**config.mk**
```make
export PLATFORM = sky130hd
export DESIGN_NAME = bounded_positional_list_unit
export DESIGN_NICKNAME = d
export VERILOG_FILES = /design/src/hw/rtl/bpl_pkg.sv /design/src/hw/rtl/bounded_positional_list_unit.sv /design/src/hw/rtl/bpl_ram.sv
export SDC_FILE = /design/constraint.sdc
export NUM_CORES = 1
export LEC_CHECK = 0
export BUFFER_PORTS_ARGS = -buffer_cell sky130_fd_sc_hd__buf_4
export CAP_MARGIN = 30
export CORE_UTILIZATION = 55
export DETAILED_ROUTE_END_ITERATION = 6
export HOLD_SLACK_MARGIN = 0.03
export MAX_ROUTING_LAYER = met4
export PLACE_DENSITY = 0.76
export SLEW_MARGIN = 40
export SYNTH_ARGS = -nofsm -noshare
export SYNTH_HDL_FRONTEND = slang
export SYNTH_SLANG_ARGS = --single-unit
```
**constraint.sdc**
```tcl
create_clock -name clk -period 4.6 [get_ports clk]
set_input_delay 0 -clock clk [delete_from_list [all_inputs] [get_ports clk]]
set_output_delay 0 -clock clk [all_outputs]
set_load 0.005 [all_outputs]
```
**src/hw/rtl/bpl_pkg.sv**
```systemverilog
// Shared types and codes for the bounded positional list unit.
// Used by bounded_positional_list_unit; no dependencies.
`default_nettype none

package bpl_pkg;

    localparam int VALUE_W  = 32;
    localparam int POS_W    = 5;
    localparam int COUNT_W  = 5;
    localparam int STATUS_W = 2;
    localparam int CMD_W    = 3;

    // Command selectors
    localparam logic [CMD_W-1:0] CMD_INS_FRONT = 3'd0;
    localparam logic [CMD_W-1:0] CMD_INS_BACK  = 3'd1;
    localparam logic [CMD_W-1:0] CMD_INS_AT    = 3'd2;
    localparam logic [CMD_W-1:0] CMD_DEL_FRONT = 3'd3;
    localparam logic [CMD_W-1:0] CMD_DEL_BACK  = 3'd4;
    localparam logic [CMD_W-1:0] CMD_DEL_AT    = 3'd5;
    localparam logic [CMD_W-1:0] CMD_DUMP      = 3'd6;

    // Status codes
    localparam logic [STATUS_W-1:0] ST_OK     = 2'd0;
    localparam logic [STATUS_W-1:0] ST_BADPOS = 2'd1;
    localparam logic [STATUS_W-1:0] ST_FULL   = 2'd2;
    localparam logic [STATUS_W-1:0] ST_EMPTY  = 2'd3;

    // Command beat
    typedef struct packed {
        logic [CMD_W-1:0]          cmd;
        logic signed [VALUE_W-1:0] value;
        logic [POS_W-1:0]          position;
    } cmd_t;

    // Result beat
    typedef struct packed {
        logic [STATUS_W-1:0]       status;
        logic [COUNT_W-1:0]        count;
        logic signed [VALUE_W-1:0] item_value;
        logic                      last;
    } rsp_t;

endpackage

`default_nettype wire

```
**src/hw/rtl/bounded_positional_list_unit.sv**
```systemverilog
// Top level of the bounded positional list unit.
// Depends on bpl_pkg and bpl_ram.
`default_nettype none

// Ordered list of up to CAPACITY signed 32-bit values, kept as a circular
// doubly linked chain of slots in three RAMs (values, forward links, backward
// links). A new element takes the lowest free slot. One command is handled at
// a time; the next is taken once the last beat of the current one has been
// placed in the output register. Walks follow forward links at one RAM read
// per cycle, which sets the cost of positional commands and dumps; a dump's
// reads also wait while the output register is stalled. Every command except
// a non-empty dump returns exactly one beat; a dump returns one beat per
// element, front to back, with last set on the final one. Count is reported
// in 5 bits.
module bounded_positional_list_unit
    import bpl_pkg::*;
#(
    parameter int CAPACITY = 16
) (
    input  wire logic clk,
    input  wire logic rst_n,
    input  wire logic cmd_valid,
    output logic      cmd_stall,
    input  wire cmd_t cmd,
    output logic      rsp_valid,
    input  wire logic rsp_stall,
    output rsp_t      rsp
);

    localparam int SW = $clog2(CAPACITY);
    localparam int CW = $clog2(CAPACITY + 1);
    localparam int PW = ((CW > POS_W) ? CW : POS_W) + 1;

    typedef enum logic [2:0] {
        S_IDLE,
        S_WALK,
        S_INS_NEW,
        S_INS_LINK,
        S_INS_FIX,
        S_DEL_LINK,
        S_DUMP,
        S_RESP
    } state_t;

    state_t                    state_reg;
    logic [SW-1:0]             head_reg;
    logic [SW-1:0]             tail_reg;
    logic [CW-1:0]             count_reg;
    logic [CAPACITY-1:0]       free_reg;
    logic [SW-1:0]             cur_reg;
    logic [SW-1:0]             prev_reg;
    logic [SW-1:0]             slot_reg;
    logic [SW-1:0]             pred_reg;
    logic [SW-1:0]             succ_reg;
    logic [CW-1:0]             steps_reg;
    logic                      rd_pend_reg;
    logic                      is_del_reg;
    logic                      front_reg;
    logic                      back_reg;
    logic signed [VALUE_W-1:0] value_reg;
    logic [STATUS_W-1:0]       status_reg;
    logic                      out_valid_reg;
    rsp_t                      out_reg;

    // RAM ports
    logic               val_wr_en, val_rd_en;
    logic [SW-1:0]      val_wr_addr, val_rd_addr;
    logic [VALUE_W-1:0] val_wr_data, val_rd_data;
    logic               fwd_wr_en, fwd_rd_en;
    logic [SW-1:0]      fwd_wr_addr, fwd_rd_addr, fwd_wr_data, fwd_rd_data;
    logic               bwd_wr_en, bwd_rd_en;
    logic [SW-1:0]      bwd_wr_addr, bwd_rd_addr, bwd_wr_data, bwd_rd_data;

    logic          accept;
    logic          out_free;
    logic          full;
    logic          empty;
    logic [SW-1:0] cur;
    logic [SW-1:0] free_slot;
    logic [PW-1:0] pos_ext;
    logic [PW-1:0] cnt_ext;
    logic [PW-1:0] ins_pos;
    logic [PW-1:0] del_pos;
    logic          ins_ok;
    logic          del_ok;

    bpl_ram #(.WIDTH(VALUE_W), .DEPTH(CAPACITY)) u_val_ram (
        .clk     (clk),
        .wr_en   (val_wr_en),
        .wr_addr (val_wr_addr),
        .wr_data (val_wr_data),
        .rd_en   (val_rd_en),
        .rd_addr (val_rd_addr),
        .rd_data (val_rd_data)
    );

    bpl_ram #(.WIDTH(SW), .DEPTH(CAPACITY)) u_fwd_ram (
        .clk     (clk),
        .wr_en   (fwd_wr_en),
        .wr_addr (fwd_wr_addr),
        .wr_data (fwd_wr_data),
        .rd_en   (fwd_rd_en),
        .rd_addr (fwd_rd_addr),
        .rd_data (fwd_rd_data)
    );

    bpl_ram #(.WIDTH(SW), .DEPTH(CAPACITY)) u_bwd_ram (
        .clk     (clk),
        .wr_en   (bwd_wr_en),
        .wr_addr (bwd_wr_addr),
        .wr_data (bwd_wr_data),
        .rd_en   (bwd_rd_en),
        .rd_addr (bwd_rd_addr),
        .rd_data (bwd_rd_data)
    );

    // Handshake
    assign cmd_stall = (state_reg != S_IDLE);
    assign accept    = cmd_valid && !cmd_stall;
    assign out_free  = !out_valid_reg || !rsp_stall;
    assign rsp_valid = out_valid_reg;
    assign rsp       = out_reg;

    // Walk cursor: the link just read, or the registered start slot
    assign cur = rd_pend_reg ? fwd_rd_data : cur_reg;

    // Lowest free slot
    always_comb
    begin
        free_slot = '0;
        for (int i = CAPACITY - 1; i >= 0; i--)
        begin
            if (free_reg[i])
            begin
                free_slot = SW'(i);
            end
        end
    end

    // Effective positions and range checks
    assign full    = (count_reg >= CW'(CAPACITY));
    assign empty   = (count_reg == '0);
    assign pos_ext = PW'(cmd.position);
    assign cnt_ext = PW'(count_reg);

    always_comb
    begin
        case (cmd.cmd)
            CMD_INS_FRONT: ins_pos = PW'(1);
            CMD_INS_BACK:  ins_pos = cnt_ext + PW'(1);
            default:       ins_pos = pos_ext;
        endcase
        case (cmd.cmd)
            CMD_DEL_FRONT: del_pos = PW'(1);
            CMD_DEL_BACK:  del_pos = cnt_ext;
            default:       del_pos = pos_ext;
        endcase
    end

    assign ins_ok = (ins_pos >= PW'(1)) && (ins_pos <= cnt_ext + PW'(1));
    assign del_ok = (del_pos >= PW'(1)) && (del_pos <= cnt_ext);

    // RAM access per state
    always_comb
    begin
        val_wr_en   = 1'b0;
        val_wr_addr = slot_reg;
        val_wr_data = value_reg;
        val_rd_en   = 1'b0;
        val_rd_addr = head_reg;
        fwd_wr_en   = 1'b0;
        fwd_wr_addr = slot_reg;
        fwd_wr_data = succ_reg;
        fwd_rd_en   = 1'b0;
        fwd_rd_addr = head_reg;
        bwd_wr_en   = 1'b0;
        bwd_wr_addr = slot_reg;
        bwd_wr_data = pred_reg;
        bwd_rd_en   = 1'b0;
        bwd_rd_addr = cur;
        case (state_reg)
            S_IDLE:
            begin
                // first dump read starts at the head
                if (accept && (cmd.cmd == CMD_DUMP) && !empty)
                begin
                    val_rd_en = 1'b1;
                    fwd_rd_en = 1'b1;
                end
            end
            S_WALK:
            begin
                fwd_rd_addr = cur;
                if (steps_reg != '0)
                begin
                    fwd_rd_en = 1'b1;
                end
                else if (is_del_reg)
                begin
                    // fetch both neighbors of the victim
                    fwd_rd_en = 1'b1;
                    bwd_rd_en = 1'b1;
                end
            end
            S_INS_NEW:
            begin
                val_wr_en   = 1'b1;
                fwd_wr_en   = 1'b1;
                fwd_wr_data = slot_reg;
                bwd_wr_en   = 1'b1;
                bwd_wr_data = slot_reg;
            end
            S_INS_LINK:
            begin
                val_wr_en = 1'b1;
                fwd_wr_en = 1'b1;
                bwd_wr_en = 1'b1;
            end
            S_INS_FIX:
            begin
                fwd_wr_en   = 1'b1;
                fwd_wr_addr = pred_reg;
                fwd_wr_data = slot_reg;
                bwd_wr_en   = 1'b1;
                bwd_wr_addr = succ_reg;
                bwd_wr_data = slot_reg;
            end
            S_DEL_LINK:
            begin
                // splice predecessor and successor together
                if (count_reg != CW'(1))
                begin
                    fwd_wr_en   = 1'b1;
                    fwd_wr_addr = bwd_rd_data;
                    fwd_wr_data = fwd_rd_data;
                    bwd_wr_en   = 1'b1;
                    bwd_wr_addr = fwd_rd_data;
                    bwd_wr_data = bwd_rd_data;
                end
            end
            S_DUMP:
            begin
                val_rd_addr = fwd_rd_data;
                fwd_rd_addr = fwd_rd_data;
                if (out_free && (steps_reg != CW'(1)))
                begin
                    val_rd_en = 1'b1;
                    fwd_rd_en = 1'b1;
                end
            end
            default:
            begin
            end
        endcase
    end

    // Sequencer, list bookkeeping and output register
    always_ff @(posedge clk or negedge rst_n)
    begin
        if (!rst_n)
        begin
            state_reg     <= S_IDLE;
            head_reg      <= '0;
            tail_reg      <= '0;
            count_reg     <= '0;
            free_reg      <= '1;
            cur_reg       <= '0;
            prev_reg      <= '0;
            slot_reg      <= '0;
            pred_reg      <= '0;
            succ_reg      <= '0;
            steps_reg     <= '0;
            rd_pend_reg   <= 1'b0;
            is_del_reg    <= 1'b0;
            front_reg     <= 1'b0;
            back_reg      <= 1'b0;
            value_reg     <= '0;
            status_reg    <= ST_OK;
            out_valid_reg <= 1'b0;
            out_reg       <= '0;
        end
        else
        begin
            if (out_valid_reg && !rsp_stall)
            begin
                out_valid_reg <= 1'b0;
            end

            case (state_reg)
                S_IDLE:
                begin
                    if (accept)
                    begin
                        value_reg   <= cmd.value;
                        status_reg  <= ST_OK;
                        rd_pend_reg <= 1'b0;
                        case (cmd.cmd)
                            CMD_INS_FRONT, CMD_INS_BACK, CMD_INS_AT:
                            begin
                                is_del_reg <= 1'b0;
                                slot_reg   <= free_slot;
                                front_reg  <= (ins_pos == PW'(1));
                                back_reg   <= (ins_pos == cnt_ext + PW'(1));
                                if (full)
                                begin
                                    status_reg <= ST_FULL;
                                    state_reg  <= S_RESP;
                                end
                                else if (!ins_ok)
                                begin
                                    status_reg <= ST_BADPOS;
                                    state_reg  <= S_RESP;
                                end
                                else if (empty)
                                begin
                                    state_reg <= S_INS_NEW;
                                end
                                else if ((ins_pos == PW'(1)) ||
                                         (ins_pos == cnt_ext + PW'(1)))
                                begin
                                    // new slot goes between tail and head
                                    pred_reg  <= tail_reg;
                                    succ_reg  <= head_reg;
                                    state_reg <= S_INS_LINK;
                                end
                                else
                                begin
                                    cur_reg   <= head_reg;
                                    steps_reg <= CW'(ins_pos - PW'(1));
                                    state_reg <= S_WALK;
                                end
                            end
                            CMD_DEL_FRONT, CMD_DEL_BACK, CMD_DEL_AT:
                            begin
                                is_del_reg <= 1'b1;
                                if (empty)
                                begin
                                    status_reg <= ST_EMPTY;
                                    state_reg  <= S_RESP;
                                end
                                else if (!del_ok)
                                begin
                                    status_reg <= ST_BADPOS;
                                    state_reg  <= S_RESP;
                                end
                                else if (del_pos == cnt_ext)
                                begin
                                    cur_reg   <= tail_reg;
                                    steps_reg <= '0;
                                    state_reg <= S_WALK;
                                end
                                else
                                begin
                                    cur_reg   <= head_reg;
                                    steps_reg <= CW'(del_pos - PW'(1));
                                    state_reg <= S_WALK;
                                end
                            end
                            CMD_DUMP:
                            begin
                                if (empty)
                                begin
                                    status_reg <= ST_EMPTY;
                                    state_reg  <= S_RESP;
                                end
                                else
                                begin
                                    steps_reg <= count_reg;
                                    state_reg <= S_DUMP;
                                end
                            end
                            default:
                            begin
                                state_reg <= S_RESP;
                            end
                        endcase
                    end
                end
                S_WALK:
                begin
                    cur_reg <= cur;
                    if (steps_reg != '0)
                    begin
                        prev_reg    <= cur;
                        rd_pend_reg <= 1'b1;
                        steps_reg   <= steps_reg - CW'(1);
                    end
                    else
                    begin
                        rd_pend_reg <= 1'b0;
                        if (is_del_reg)
                        begin
                            state_reg <= S_DEL_LINK;
                        end
                        else
                        begin
                            pred_reg  <= prev_reg;
                            succ_reg  <= cur;
                            state_reg <= S_INS_LINK;
                        end
                    end
                end
                S_INS_NEW:
                begin
                    head_reg           <= slot_reg;
                    tail_reg           <= slot_reg;
                    count_reg          <= count_reg + CW'(1);
                    free_reg[slot_reg] <= 1'b0;
                    state_reg          <= S_RESP;
                end
                S_INS_LINK:
                begin
                    state_reg <= S_INS_FIX;
                end
                S_INS_FIX:
                begin
                    if (front_reg)
                    begin
                        head_reg <= slot_reg;
                    end
                    if (back_reg)
                    begin
                        tail_reg <= slot_reg;
                    end
                    count_reg          <= count_reg + CW'(1);
                    free_reg[slot_reg] <= 1'b0;
                    state_reg          <= S_RESP;
                end
                S_DEL_LINK:
                begin
                    // cur_reg holds the victim, RAM data its neighbors
                    if (count_reg == CW'(1))
                    begin
                        head_reg <= '0;
                        tail_reg <= '0;
                    end
                    else
                    begin
                        if (cur_reg == head_reg)
                        begin
                            head_reg <= fwd_rd_data;
                        end
                        if (cur_reg == tail_reg)
                        begin
                            tail_reg <= bwd_rd_data;
                        end
                    end
                    free_reg[cur_reg] <= 1'b1;
                    count_reg         <= count_reg - CW'(1);
                    state_reg         <= S_RESP;
                end
                S_DUMP:
                begin
                    if (out_free)
                    begin
                        out_valid_reg      <= 1'b1;
                        out_reg.status     <= ST_OK;
                        out_reg.count      <= COUNT_W'(count_reg);
                        out_reg.item_value <= val_rd_data;
                        out_reg.last       <= (steps_reg == CW'(1));
                        if (steps_reg == CW'(1))
                        begin
                            state_reg <= S_IDLE;
                        end
                        else
                        begin
                            steps_reg <= steps_reg - CW'(1);
                        end
                    end
                end
                S_RESP:
                begin
                    if (out_free)
                    begin
                        out_valid_reg      <= 1'b1;
                        out_reg.status     <= status_reg;
                        out_reg.count      <= COUNT_W'(count_reg);
                        out_reg.item_value <= '0;
                        out_reg.last       <= 1'b1;
                        state_reg          <= S_IDLE;
                    end
                end
                default:
                begin
                    state_reg <= S_IDLE;
                end
            endcase
        end
    end

endmodule

`default_nettype wire

```
**src/hw/rtl/bpl_ram.sv**
```systemverilog
// Generic single-write, single-read RAM with a registered read port.
// Read data holds while rd_en is low. No dependencies.
`default_nettype none

module bpl_ram #(
    parameter int WIDTH = 8,
    parameter int DEPTH = 16
) (
    input  wire logic                     clk,
    input  wire logic                     wr_en,
    input  wire logic [$clog2(DEPTH)-1:0] wr_addr,
    input  wire logic [WIDTH-1:0]         wr_data,
    input  wire logic                     rd_en,
    input  wire logic [$clog2(DEPTH)-1:0] rd_addr,
    output logic      [WIDTH-1:0]         rd_data
);

    logic [WIDTH-1:0] mem_reg [DEPTH];
    logic [WIDTH-1:0] rd_data_reg;

    // Write port and registered read port
    always_ff @(posedge clk)
    begin
        if (wr_en)
        begin
            mem_reg[wr_addr] <= wr_data;
        end
        if (rd_en)
        begin
            rd_data_reg <= mem_reg[rd_addr];
        end
    end

    assign rd_data = rd_data_reg;

endmodule

`default_nettype wire

```
Word-level counts from Yosys, hierarchy flattened
Memories as Yosys holds them, arrays and structs flattened. A register that Yosys moved wholly into a read port is not among the register bits.
Cells that the tools add are included.
- memories: 3
- word-level logic and storage cells: 267
- output and inout bits: 42
- memory bits (writable): 640
- register bits: 136
- equal/unequal tests: 48
- order comparisons: 9
- bitwise gates (word level): 3
- reductions and logical operators: 45
- add/subtract/negate cells: 6
- mux-type cells: 131
- memories (name ; words ; bits a word ; read ports ; clocked after Yosys merged registers in ; write ports ; line ; source):
    u_val_ram.mem_reg ; 16 ; 32 ; 1 ; 1 ; 1 ; bpl_ram.sv:18 ; logic [WIDTH-1:0] mem_reg [DEPTH];
    u_bwd_ram.mem_reg ; 16 ; 4 ; 1 ; 1 ; 1 ; bpl_ram.sv:18 ;
    u_fwd_ram.mem_reg ; 16 ; 4 ; 1 ; 1 ; 1 ; bpl_ram.sv:18 ;
- operator list (operator ; number):
    $mux W4 ; 52
    $mux W40 ; 2
    $pmux W40 S2 ; 1
    $pmux W4 S2 ; 9
    $mux W5 ; 12
    $pmux W16 S2 ; 1
    $mux W3 ; 10
    $pmux W5 S3 ; 2
    $ne A2 B2 Y1 const B ; 14
    $ne A3 B3 Y1 const B ; 9
    $pmux W4 S3 ; 2
    $mux W1 ; 22
    $eq A3 B3 Y1 const B ; 7
    $pmux W5 S2 ; 2
    $sub A5 B1 Y5 const B ; 4
    $pmux W3 S6 ; 1
    $reduce_and A9 Y1 ; 2
    $and A16 B16 Y16 ; 1
    $not A16 Y16 ; 1
    $or A16 B16 Y16 ; 1
    $reduce_and A3 Y1 ; 5
    $reduce_and A13 Y1 ; 1
    $eq A3 B2 Y1 const B ; 4
    $ge A6 B1 Y1 const B ; 2
    other kinds (36) ; 75

Depth between registers and ports, before layout
Gate-level depths: netlist of the first run.
- depth in word-level cells: 16
- mapped depth: 16
- depth with buffers taken out: 14

Hierarchy
From an unflattened synthesis of the first run, not the netlist that was laid out.
- cells, all modules: 1899
- area total of the unflattened synthesis: 33160.6 um^2
- by module, submodules not included (module ; times used ; area each (um^2) ; cells an instance):
    bpl_ram at u_val_ram ; 1 ; 20155.6 ; 838
    bounded_positional_list_unit ; 1 ; 7592.3 ; 801
    bpl_ram at u_bwd_ram ... ; 2 ; 2706.3 ; 130

Worst setup path before layout of the first run
No wires, ideal clock.
- kind: reg-to-reg
- from: register state_reg[1]
- to: register u_fwd_ram.rd_data_reg[0] (netlist: u_fwd_ram.rd_data[0]) (read register of u_fwd_ram.mem_reg) (enable)
- setup time: 338 ps
- path slack: 151 ps
- buffers on the path: 2
- arrival time: 4111 ps
- cell stages (with the launch flop): 8
- clock period less this slack: 4449 ps
- cells stage by stage: dfrtp_1 buf_4 or2_2 clkbuf_1 nor2_1 nand2_1 o21ai_0 o21bai_1
- word-level cells in the longest chain between the ends: 7
- RTL lines (item ; line ; source):
    start, declared ; bounded_positional_list_unit.sv:45 ; state_t state_reg;
    start signal, assigned ; bounded_positional_list_unit.sv:262 ; state_reg <= S_IDLE;
    start signal, assigned ; bounded_positional_list_unit.sv:307 ; state_reg <= S_RESP;
    start signal, assigned ; bounded_positional_list_unit.sv:312 ; state_reg <= S_RESP;
    $reduce_bool A3 Y1 ; bounded_positional_list_unit.sv:118 ; assign cmd_stall = (state_reg != S_IDLE);
    $logic_not A1 Y1 ; bounded_positional_list_unit.sv:119 ; assign accept = cmd_valid && !cmd_stall;
    $logic_and A1 B1 Y1 ; bounded_positional_list_unit.sv:119 ;
    $logic_and A1 B1 Y1 (2 in series) ; bounded_positional_list_unit.sv:185 ; if (accept && (cmd.cmd == CMD_DUMP) && !empty)
    $mux W1 ; bounded_positional_list_unit.sv:185 ;
    $pmux W1 S3 (*) ; bounded_positional_list_unit.sv:181 ; case (state_reg)
    net fwd_rd_en ; bounded_positional_list_unit.sv:69 ; logic fwd_wr_en, fwd_rd_en;
    end, declared ; bpl_ram.sv:19 ; logic [WIDTH-1:0] rd_data_reg;
The timed path passes the listed nets; every way through them passes the cells marked *.
A chain may end at the register's enable or synchronous reset.

Worst setup path after layout of the first run
- from: register count_reg[0]
- to: register cur_reg[1]
- word-level cells in the longest chain between the ends: 8
- RTL lines (item ; line ; source):
    start, declared ; bounded_positional_list_unit.sv:48 ; logic [CW-1:0] count_reg;
    start signal, assigned ; bounded_positional_list_unit.sv:407 ; count_reg <= count_reg + CW'(1);
    start signal, assigned ; bounded_positional_list_unit.sv:425 ; count_reg <= count_reg + CW'(1);
    start signal, assigned ; bounded_positional_list_unit.sv:449 ; count_reg <= count_reg - CW'(1);
    branches (longest 8 deep; another with $add A5 B1 Y6) ; n/a ;
    end signal, assigned ; bounded_positional_list_unit.sv:328 ; cur_reg <= head_reg;
    end signal, assigned ; bounded_positional_list_unit.sv:348 ; cur_reg <= tail_reg;
    end signal, assigned ; bounded_positional_list_unit.sv:354 ; cur_reg <= head_reg;
    end, declared ; bounded_positional_list_unit.sv:50 ; logic [SW-1:0] cur_reg;
Several ways; the timed one is not identified. The select of a mux whose other input is x is not followed.

==> impl_results.md, run 1 <==
- Status: completed
- Max Fclk: 260 MHz
- Register-to-Register Path Depth: 13
- Area leader, netlist: edfxtp_1
- Final Non-Filler Cells: 3614
- Synth top area share: 0.595
- Post-synth top cells: edfxtp_1 (680), nand2_1 (477), a211oi_1 (167)
- Sum Neg Setup Slack: 0 ns
- Reg2reg end: cur_reg[1]
- Max VDD drop: 558 uV
- Starting Density: 0.556
- PD cells: 693 nW/um^2
- Core area: 61700 sq um
- CTS sink cnt: 816
- Cell Area, Synth: 34300 sq um
- Slew @ Worst Pin: 0.828 ns
- Post-CTS Resized: 0
- Worst Hold End: steps_reg[2]
- Placer Congestion: 0.894
- Count of unique library cells instantiated by Yosys: 80
- Post-synthesis average cell area: 13.2 sq um
- Static Leakage: 0.0140 uW
- Max FFs per register: 512
- Worst path arrival time: 4.34 ns
- Final Max Tran Viols: 0
- Later-pin clock latency in the skew report: 0.63 ns
- Area Growth Syn to Fin: 15.5%
- Clock transition at path regs: 0.06 ns
- Max clock buf depth: 3
- Register area share after synthesis: 0.695
- Hold WC Path Type: in -> reg
- R2R setup slack: 0.76 ns
- Nets@finish: 2770
- First drt pass iteration count: 6
- Hold depth: 5
- Hold path startpoint: cmd[37]
- Tcrit/Tclk final: 0.835
- Critical Path End Type: register
- Root Buffer: clkbuf_16
- Post-route DRC: 0
- Synth warnings: 0
- Syn Inst Count: 2600
- GRT overflow: 0
- Setup ws final: 0.758 ns
- Top-count cell post-synth: edfxtp_1
- Max Cap Viol: 0
- FILL cells: 4431
- Top cells by area, synth: edfxtp_1 (60%), dfrtp_1 (8.8%), nand2_1 (5.2%), a211oi_1 (3.7%), mux2i_1 (2.3%)
- Setup Fix Bufs, Post-CTS: 0
- Cell row count: 91
- Pwr Total: 27500 uW
- RR Startpoint: count_reg[0]
- # IOs: 86
- Post-route minimum period: 3.84 ns
- Top FF cell, synth: edfxtp_1
- Worst setup path class: reg -> reg
- Number of hold buffers added after CTS: 43
- Die height: 252 microns
- DR vias/cell: 6.20
- Slowest Stage Delay on Critical Path: 0.58 ns
- Post-DRT Antenna Nets: 0
- Die X: 252 microns
- First-pass GRT wire length: 129 mm
- RSZ-0062 raised after global routing: false
- CP Data Required Time: 5.10 ns
- Die area: 63400 sq um
- Slew headroom: 0.447
- WL final: 84.5 mm
- Syn nets: 2663
- H-tree depth: 3
- Setup crit start kind: register
- Largest fanout on the critical path: 11
- Vias in the first global route: 22.1k
- Pin count of the biggest net entering global routing: 144
- HPWL Detailed: 49.5 mm
- Placed cells: 3412
- # diodes: 0
- Crit path max-delay cell type: dfrtp_1
- Async SR Flop Fraction: 0.167
- Cells along the critical path: ha_1, nand3_1, xnor2_1, o21ai_0, ha_1, and3_1, and3_1, o221ai_1, a32o_1, a221oi_4, a41oi_2, nor2_2, mux2_1
- Port Buffers: 85
- Clk_skew: 0.0261 ns
- Initial drt markers: 2444
- EDFF count, synth: 680
- Initial antenna violation count: 1
- Synthesized flop and latch total: 816
- Final Hold Fails: 0
- TritonCTS buffer count: 84
- Wire per inst: 23.4 microns
- GRT Total Usage: 0.276
- Final setup viols: 0
- Setup WS pre-CTS: 0.785 ns
- TritonCTS clock tree: yes
- Via count: 22.4k
- Layout cells sized above 1: 0.132
==> metrics by stage <==
step                       util  hold WS [ns]  cell area (sq um)
final                     0.642        0.0982              39600
after detailed placement  0.587        0.0654              36200
after global routing      0.642         0.115              39600
after floorplan               -        -0.296              34300
after global placement    0.584        0.0704              36000
after CTS                 0.641        0.0652              39600
==> worst max-delay path, delay by kind of cell (launching register included) <==
kind	cells	cell delay, ns
AOI/OAI and AO/OA	5	1.17
adders and majority gates	2	0.69
and+or+nand+nor	4	0.69
DFF	1	0.58
muxes	1	0.35
xor gates and xnor gates	1	0.23
==> layout by cell type (no fill, tap or decap), drive strengths merged, types with 11 or more instances in the layout <==
cell type	synthesis	layout
a211oi	167	167
a21o	11	11
a21oi	116	116
a22o	33	33
a311oi	65	65
a31oi	71	71
and2	133	133
buf	52	153
bufinv	0	11
clkbuf	122	111
clkinv	2	32
dfrtp	120	120
dfstp	16	16
dlygate4sd3	0	42
edfxtp	680	680
ha	19	19
inv	30	33
mux2i	79	79
mux4	16	16
nand2	477	477
nand2b	17	17
nand3	25	25
nor2	93	93
nor2b	14	14
nor3	18	18
o21ai	82	82
o221ai	14	14
o22ai	18	18
xnor2	18	18
==> cell families (layout without fill, tap and decap cells) <==
| kind of cell | Yosys count | in the layout | synth area share |
|---|---|---|---|
| flip-flops | 816 | 816 | 0.695 |
| AND/OR/NAND/NOR | 816 | 816 | 0.107 |
| AO/OA/AOI/OAI | 621 | 621 | 0.125 |
| buffers and inverters | 206 | 383 | 0.0253 |
| multiplexers | 98 | 98 | 0.0345 |
| XOR/XNOR | 24 | 24 | 0.00613 |
| adder cells (fa/ha/maj) | 19 | 19 | 0.00693 |
==> area by class of cell <==
cell class              instances  area [sq um]  area share
multi-input cells            1578          9860       0.249
clock inverters                45           561      0.0141
well taps                     837          1050      0.0264
flip-flops and latches        816         23800       0.602
inverters                      32           120     0.00303
repair buffers                195          1880      0.0474
clock buffers                 111          2320      0.0584
==> power breakdown <==
| group | total (uW) | leakage (uW) | switching (uW) | internal [uW] |
|---|---|---|---|---|
| Combinational | 9090 | 0.00468 | 5850 | 3230 |
| Clock | 7020 | 0.00141 | 2830 | 4190 |
| Sequential | 11400 | 0.00791 | 1240 | 10100 |
| Total | 27500 | 0.0140 | 9920 | 17500 |
==> how the worst max path moves through the flow <==
stage,from,to
detailed placement,count_reg[0],cur_reg[1]
CTS,count_reg[0],cur_reg[1]
floorplan,state_reg[1],u_fwd_ram.rd_data[0]
finish,count_reg[0],cur_reg[1]
global placement,count_reg[0],cur_reg[2]
global route,count_reg[0],pred_reg[1]
==> per-layer routing <==
layer,global-route usage,wire (microns),vias to the layer above
li1,-,-,10000
met1,0.369,34500,11300
met2,0.444,41900,952
met3,0.0395,6110,162
met4,0.0814,2020,0
met5,-,0,-
(Power assumes the default switching activity.)
==> run 2: changes to the inputs <==
PLACE_DENSITY = 0.74   (was 0.76)
clock period = 3.9 ns   (was 4.6 ns; I/O delays follow)
==> run 2 against run 1 <==
Die area did not move. Power rose by 19%. Global-route usage fell by 0.24 points. Clock skew barely moved. Highest routed layer unchanged. Flip-flop and latch count did not move. Worst setup slack got worse by 0.58 ns. Wire length fell by 0.84%. Maximum frequency rose by 3.2%. Hold slack got worse by 0.032 ns. Critical path type unchanged. Non-clock buffer count rose by 4. Clock-buffer cell count rose by 1. Register-to-register slack got worse by 0.58 ns. Largest power group unchanged.
==> impl_results.md, run 2 (synthesized netlist as in run 1, its figures left out) <==
- FILL cells: 4415
- Final Core Density: 0.642
- R2R setup slack: 0.18 ns
- Post-DRT Antenna Nets: 0
- Static Leakage: 0.0140 uW
- Max Fclk: 269 MHz
- TritonCTS clock tree: yes
- Pin count of the biggest net entering global routing: 108
- FF/Latch Area: 23800 sq um
- # IOs: 86
- Core area: 61700 sq um
- Cell row count: 91
- Area Growth Syn to Fin: 15.4%
- WL final: 83.8 mm
- Largest fanout on the critical path: 6
- Worst hold slack: 0.0666 ns
- Root Buffer: clkbuf_16
- First-pass GRT wire length: 128 mm
- Die area: 63400 sq um
- Final setup viols: 0
- Wire per inst: 23.2 microns
- Max VDD drop: 520 uV
- Initial drt markers: 2205
- Port Buffers: 85
- Layout cells sized above 1: 0.134
- Hold path startpoint: cmd[37]
- TritonCTS buffer count: 83
- Post-route minimum period: 3.72 ns
- Max FFs per register: 512
- Slew @ Worst Pin: 0.752 ns
- Die X: 252 microns
- Commonest non-fill, non-tap cell in the layout: edfxtp_1
- Post-route DRC: 0
- Vias in the first global route: 21.9k
- Reg2reg end: cur_reg[1]
- Setup Fix Bufs, Post-CTS: 0
- Critical Path End Type: register
- Slew headroom: 0.499
- Setup crit start kind: register
- Max Cap Viol: 0
- Register-to-Register Path Depth: 13
- Most frequent cells in the layout: edfxtp_1 (680), nand2_1 (476), a211oi_1 (167)
- Die height: 252 microns
- Placer Congestion: 0.881
- Starting Density: 0.556
- GRT Total Usage: 0.274
- Worst setup path class: reg -> reg
- H-tree depth: 3
- HPWL Detailed: 47.0 mm
- Later-pin clock latency in the skew report: 0.63 ns
- GRT overflow: 0
- Max clock buf depth: 3
- CP Data Required Time: 4.40 ns
- First drt pass iteration count: 5
- # diodes: 0
- RSZ-0062 raised after global routing: false
- Clk_skew: 0.0260 ns
- Tcrit/Tclk final: 0.954
- Initial antenna violation count: 0
- Sum Neg Setup Slack: 0 ns
- RR Startpoint: count_reg[1]
- Nets@finish: 2773
- Final Max Tran Viols: 0
- Final Hold Fails: 0
- Clock transition at path regs: 0.06 ns
- CTS sink cnt: 816
- DR vias/cell: 6.16
- Footprint of the multi-input gates: 9860 sq um
- Worst path arrival time: 4.22 ns
- Hold depth: 4
- Hold WC Path Type: in -> reg
- PD cells: 823 nW/um^2
- Worst Hold End: steps_reg[1]
- Status: completed
- Via count: 22.3k
run 2: cell count changes in the layout (fill, tap and decap cells not counted), moves of 2 or more:
cell      delta
buf_16       -6
buf_12       +7
clkbuf_8     +5
buf_4        +7
clkbuf_1     -4
clkinv_1     -2
clkinv_4     -4
buf_8        -5
clkinv_2     +4
run 2: metrics by stage:
stage / total power, uW / instance area [sq um] / setup WS (ns) / std cells
floorplan: 20400 / 34300 / 0.0828 / 2600
detailed placement: 24300 / 36200 / 0.214 / 3417
finish: 32600 / 39600 / 0.178 / 3616
global placement: 23800 / 36200 / 0.355 / 3415
CTS: 32600 / 39600 / 0.177 / 3615
global route: 34200 / 39600 / 0.0119 / 3616
run 2: routing by layer:
metal  GRT usage  vias to the layer above  wire length [microns]
li1            -                    10000                      -
met1       0.371                    11200                  34900
met2       0.428                      862                  40500
met3      0.0401                      165                   6090
met4      0.0913                        0                   2350
met5           -                        -                      0
run 2: repair_timing:
item	CTS	global route
endpoints found under the hold margin	112	0
gates resized for setup	0	1
endpoints found under the setup margin	0	6
hold buffers	44	0
run 2: report_power, final:
part / internal (uW) / switching (uW) / leakage [uW]
clock: 4950 / 3330 / 0.00142
combinational: 3970 / 7030 / 0.00467
sequential: 11900 / 1370 / 0.00791
run 2: how the worst max path moves through the flow:
stage,depth (start not counted),from,end
2_1_floorplan,5,state_reg[2],u_val_ram.mem_reg[3][0]
3_3_place_gp,13,count_reg[1],cur_reg[0]
3_5_place_dp,13,count_reg[1],cur_reg[1]
4_1_cts,13,count_reg[1],cur_reg[1]
5_1_grt,13,count_reg[1],cur_reg[1]
6_report,13,count_reg[1],cur_reg[1]
run 2: critical path, stage by stage (launching register included):
cell	delay, ns
dfrtp_1	0.47
ha_2	0.29
nand3_1	0.14
xnor2_1	0.22
o21ai_0	0.17
ha_1	0.35
and3_1	0.17
and3_1	0.17
o221ai_1	0.20
a32o_1	0.38
a221oi_4	0.32
a41oi_2	0.19
nor2_2	0.17
mux2_1	0.34
run 2: layout make-up:
class,instances,area share
inverter,32,0.00303
clock inverter,42,0.0130
clock buffer,112,0.0598
multi-input combinational,1578,0.249
timing repair buffer,199,0.0465
sequential,816,0.602
tap,837,0.0264
==> run 3: changes to the inputs <==
SETUP_SLACK_MARGIN = 0.3   (was default)
==> run 3 against run 2 <==
Sequential power hardly changed. Hold slack better by 0.0014 ns. Maximum frequency is 8.2% higher. Via count is 0.32% lower. First-iteration DRC count is 0.86% higher. Clock skew is 0.0073 ns higher. Power is 1.2% lower. Largest power group unchanged.
==> impl_results.md, run 3 (synthesized netlist as in run 1, its figures left out) <==
- Final setup viols: 0
- TritonCTS buffer count: 84
- Static Leakage: 0.0139 uW
- Slew headroom: 0.404
- CTS sink cnt: 816
- Via count: 22.2k
- PD cells: 815 nW/um^2
- Placed cells: 3414
- GRT Total Usage: 0.269
- Max Cap Viol: 0
- Status: completed
- Wire per inst: 22.7 microns
- Nets@finish: 2769
- DR vias/cell: 6.14
- RSZ-0062 raised after global routing: false
- Worst path arrival time: 3.93 ns
- Critical Path End Type: register
- Max VDD drop: 555 uV
- Pwr Total: 32200 uW
- Sum Neg Setup Slack: 0 ns
- CP Data Required Time: 4.39 ns
- Clk_skew: 0.0332 ns
- Later-pin clock latency in the skew report: 0.64 ns
- Placer Congestion: 0.888
- Vias in the first global route: 22.3k
- WL final: 82.2 mm
- Post-route minimum period: 3.44 ns
- Initial antenna violation count: 0
- # IOs: 86
- Most frequent cells in the layout: edfxtp_1 (680), nand2_1 (476), a211oi_1 (167)
- Core area: 61700 sq um
- TritonCTS clock tree: yes
- Cell row count: 91
- Final Core Density: 0.640
- H-tree depth: 3
- FILL cells: 4465
- Worst hold slack: 0.0680 ns
- Die area: 63400 sq um
- # diodes: 0
- First-pass GRT wire length: 126 mm
- Layout cells sized above 1: 0.137
- Max clock buf depth: 3
- Max FFs per register: 512
- Slew @ Worst Pin: 0.892 ns
- Root Buffer: clkbuf_16
- Tcrit/Tclk final: 0.882
- Post-route DRC: 0
- GRT overflow: 0
- Commonest non-fill, non-tap cell in the layout: edfxtp_1
- Post-DRT Antenna Nets: 0
- Largest fanout on the critical path: 6
- HPWL Detailed: 46.8 mm
- Final Max Tran Viols: 0
- Area Growth Syn to Fin: 15.2%
- First drt pass iteration count: 6
- Hold WC Path Type: in -> reg
- Worst setup path class: reg -> reg
- Initial drt markers: 2224
- Pin count of the biggest net entering global routing: 154
- Starting Density: 0.556
- Die height: 252 microns
- Final Non-Filler Cells: 3613
- Clock transition at path regs: 0.06 ns
- Final Hold Fails: 0
- Max Fclk: 291 MHz
- Port Buffers: 85
- Die X: 252 microns
- Setup crit start kind: register
==> run 3: changes by cell type in the layout (fill, tap and decap cells not counted), sizes merged <==
cell,change
clkbuf,-10
inv,+1
clkinv,+3
clkinvlp,+11
dlygate4sd3,-2
bufinv,-3
buf,-3
==> run 3: worst paths after layout <==
kind | start | to | slack (ns) | depth (start not counted)
max in group asynchronous | rst_n | count_reg[2] | 2.52 | 5
min reg2reg | u_val_ram.rd_data[8] | rsp[9] | 0.47 | 1
min in group asynchronous | rst_n | rsp[16] | 0.44 | 4
max reg2reg | count_reg[1] | cur_reg[2] | 0.46 | 13
min | cmd[0] | steps_reg[0] | 0.07 | 5
max | count_reg[1] | cur_reg[2] | 0.46 | 13
==> run 3: per-layer routing <==
| metal | up-vias | wire length (microns) | global-route usage |
|---|---|---|---|
| met5 | - | 0 | - |
| met1 | 11100 | 33800 | 0.349 |
| li1 | 10000 | - | - |
| met3 | 196 | 4990 | 0.0336 |
| met4 | 0 | 2720 | 0.0970 |
| met2 | 891 | 40700 | 0.439 |
==> run 3: repair_timing <==
action | in CTS | in global routing
hold endpoints to repair | 146 | 0
endpoints found under the setup margin | 6 | 15
hold buffers | 42 | 0
pin swaps | 0 | 3
gates resized for setup | 2 | 14
setup buffers | 0 | 1
==> run 3: area by class of cell <==
class	instances	area [sq um]	share of cell area
flip-flops and latches	816	23800	0.604
multi-input cells	1578	9950	0.252
clock buffers	102	2240	0.0568
repair buffers	194	1730	0.0438
well taps	837	1050	0.0265
clock inverters	54	562	0.0142
inverters	32	120	0.00304
==> run 3: critical path, stage by stage, from the launching register on <==
cell	delay [ns]
dfrtp_2	0.48
ha_4	0.21
xor2_1	0.17
a22oi_2	0.20
inv_1	0.12
ha_1	0.29
and3_1	0.16
and3_1	0.16
o221ai_1	0.15
a32o_2	0.33
a221oi_4	0.30
a41oi_2	0.19
nor2_2	0.20
mux2_1	0.35
==> run 3: where the power goes <==
part | leakage, uW | internal, uW | total [uW] | switching [uW]
registers | 0.00791 | 11900 | 13300 | 1380
logic | 0.00462 | 3890 | 10800 | 6940
clock network | 0.00134 | 4620 | 8030 | 3410
total | 0.0139 | 20500 | 32200 | 11700
==> run 3: per-stage QoR <==
step	worst slack, ns	area, sq um
after floorplan	0.356	34300
after global placement	0.310	36100
after detailed placement	0.220	36200
after CTS	0.302	39400
after global routing	0.312	39500
final	0.462	39500
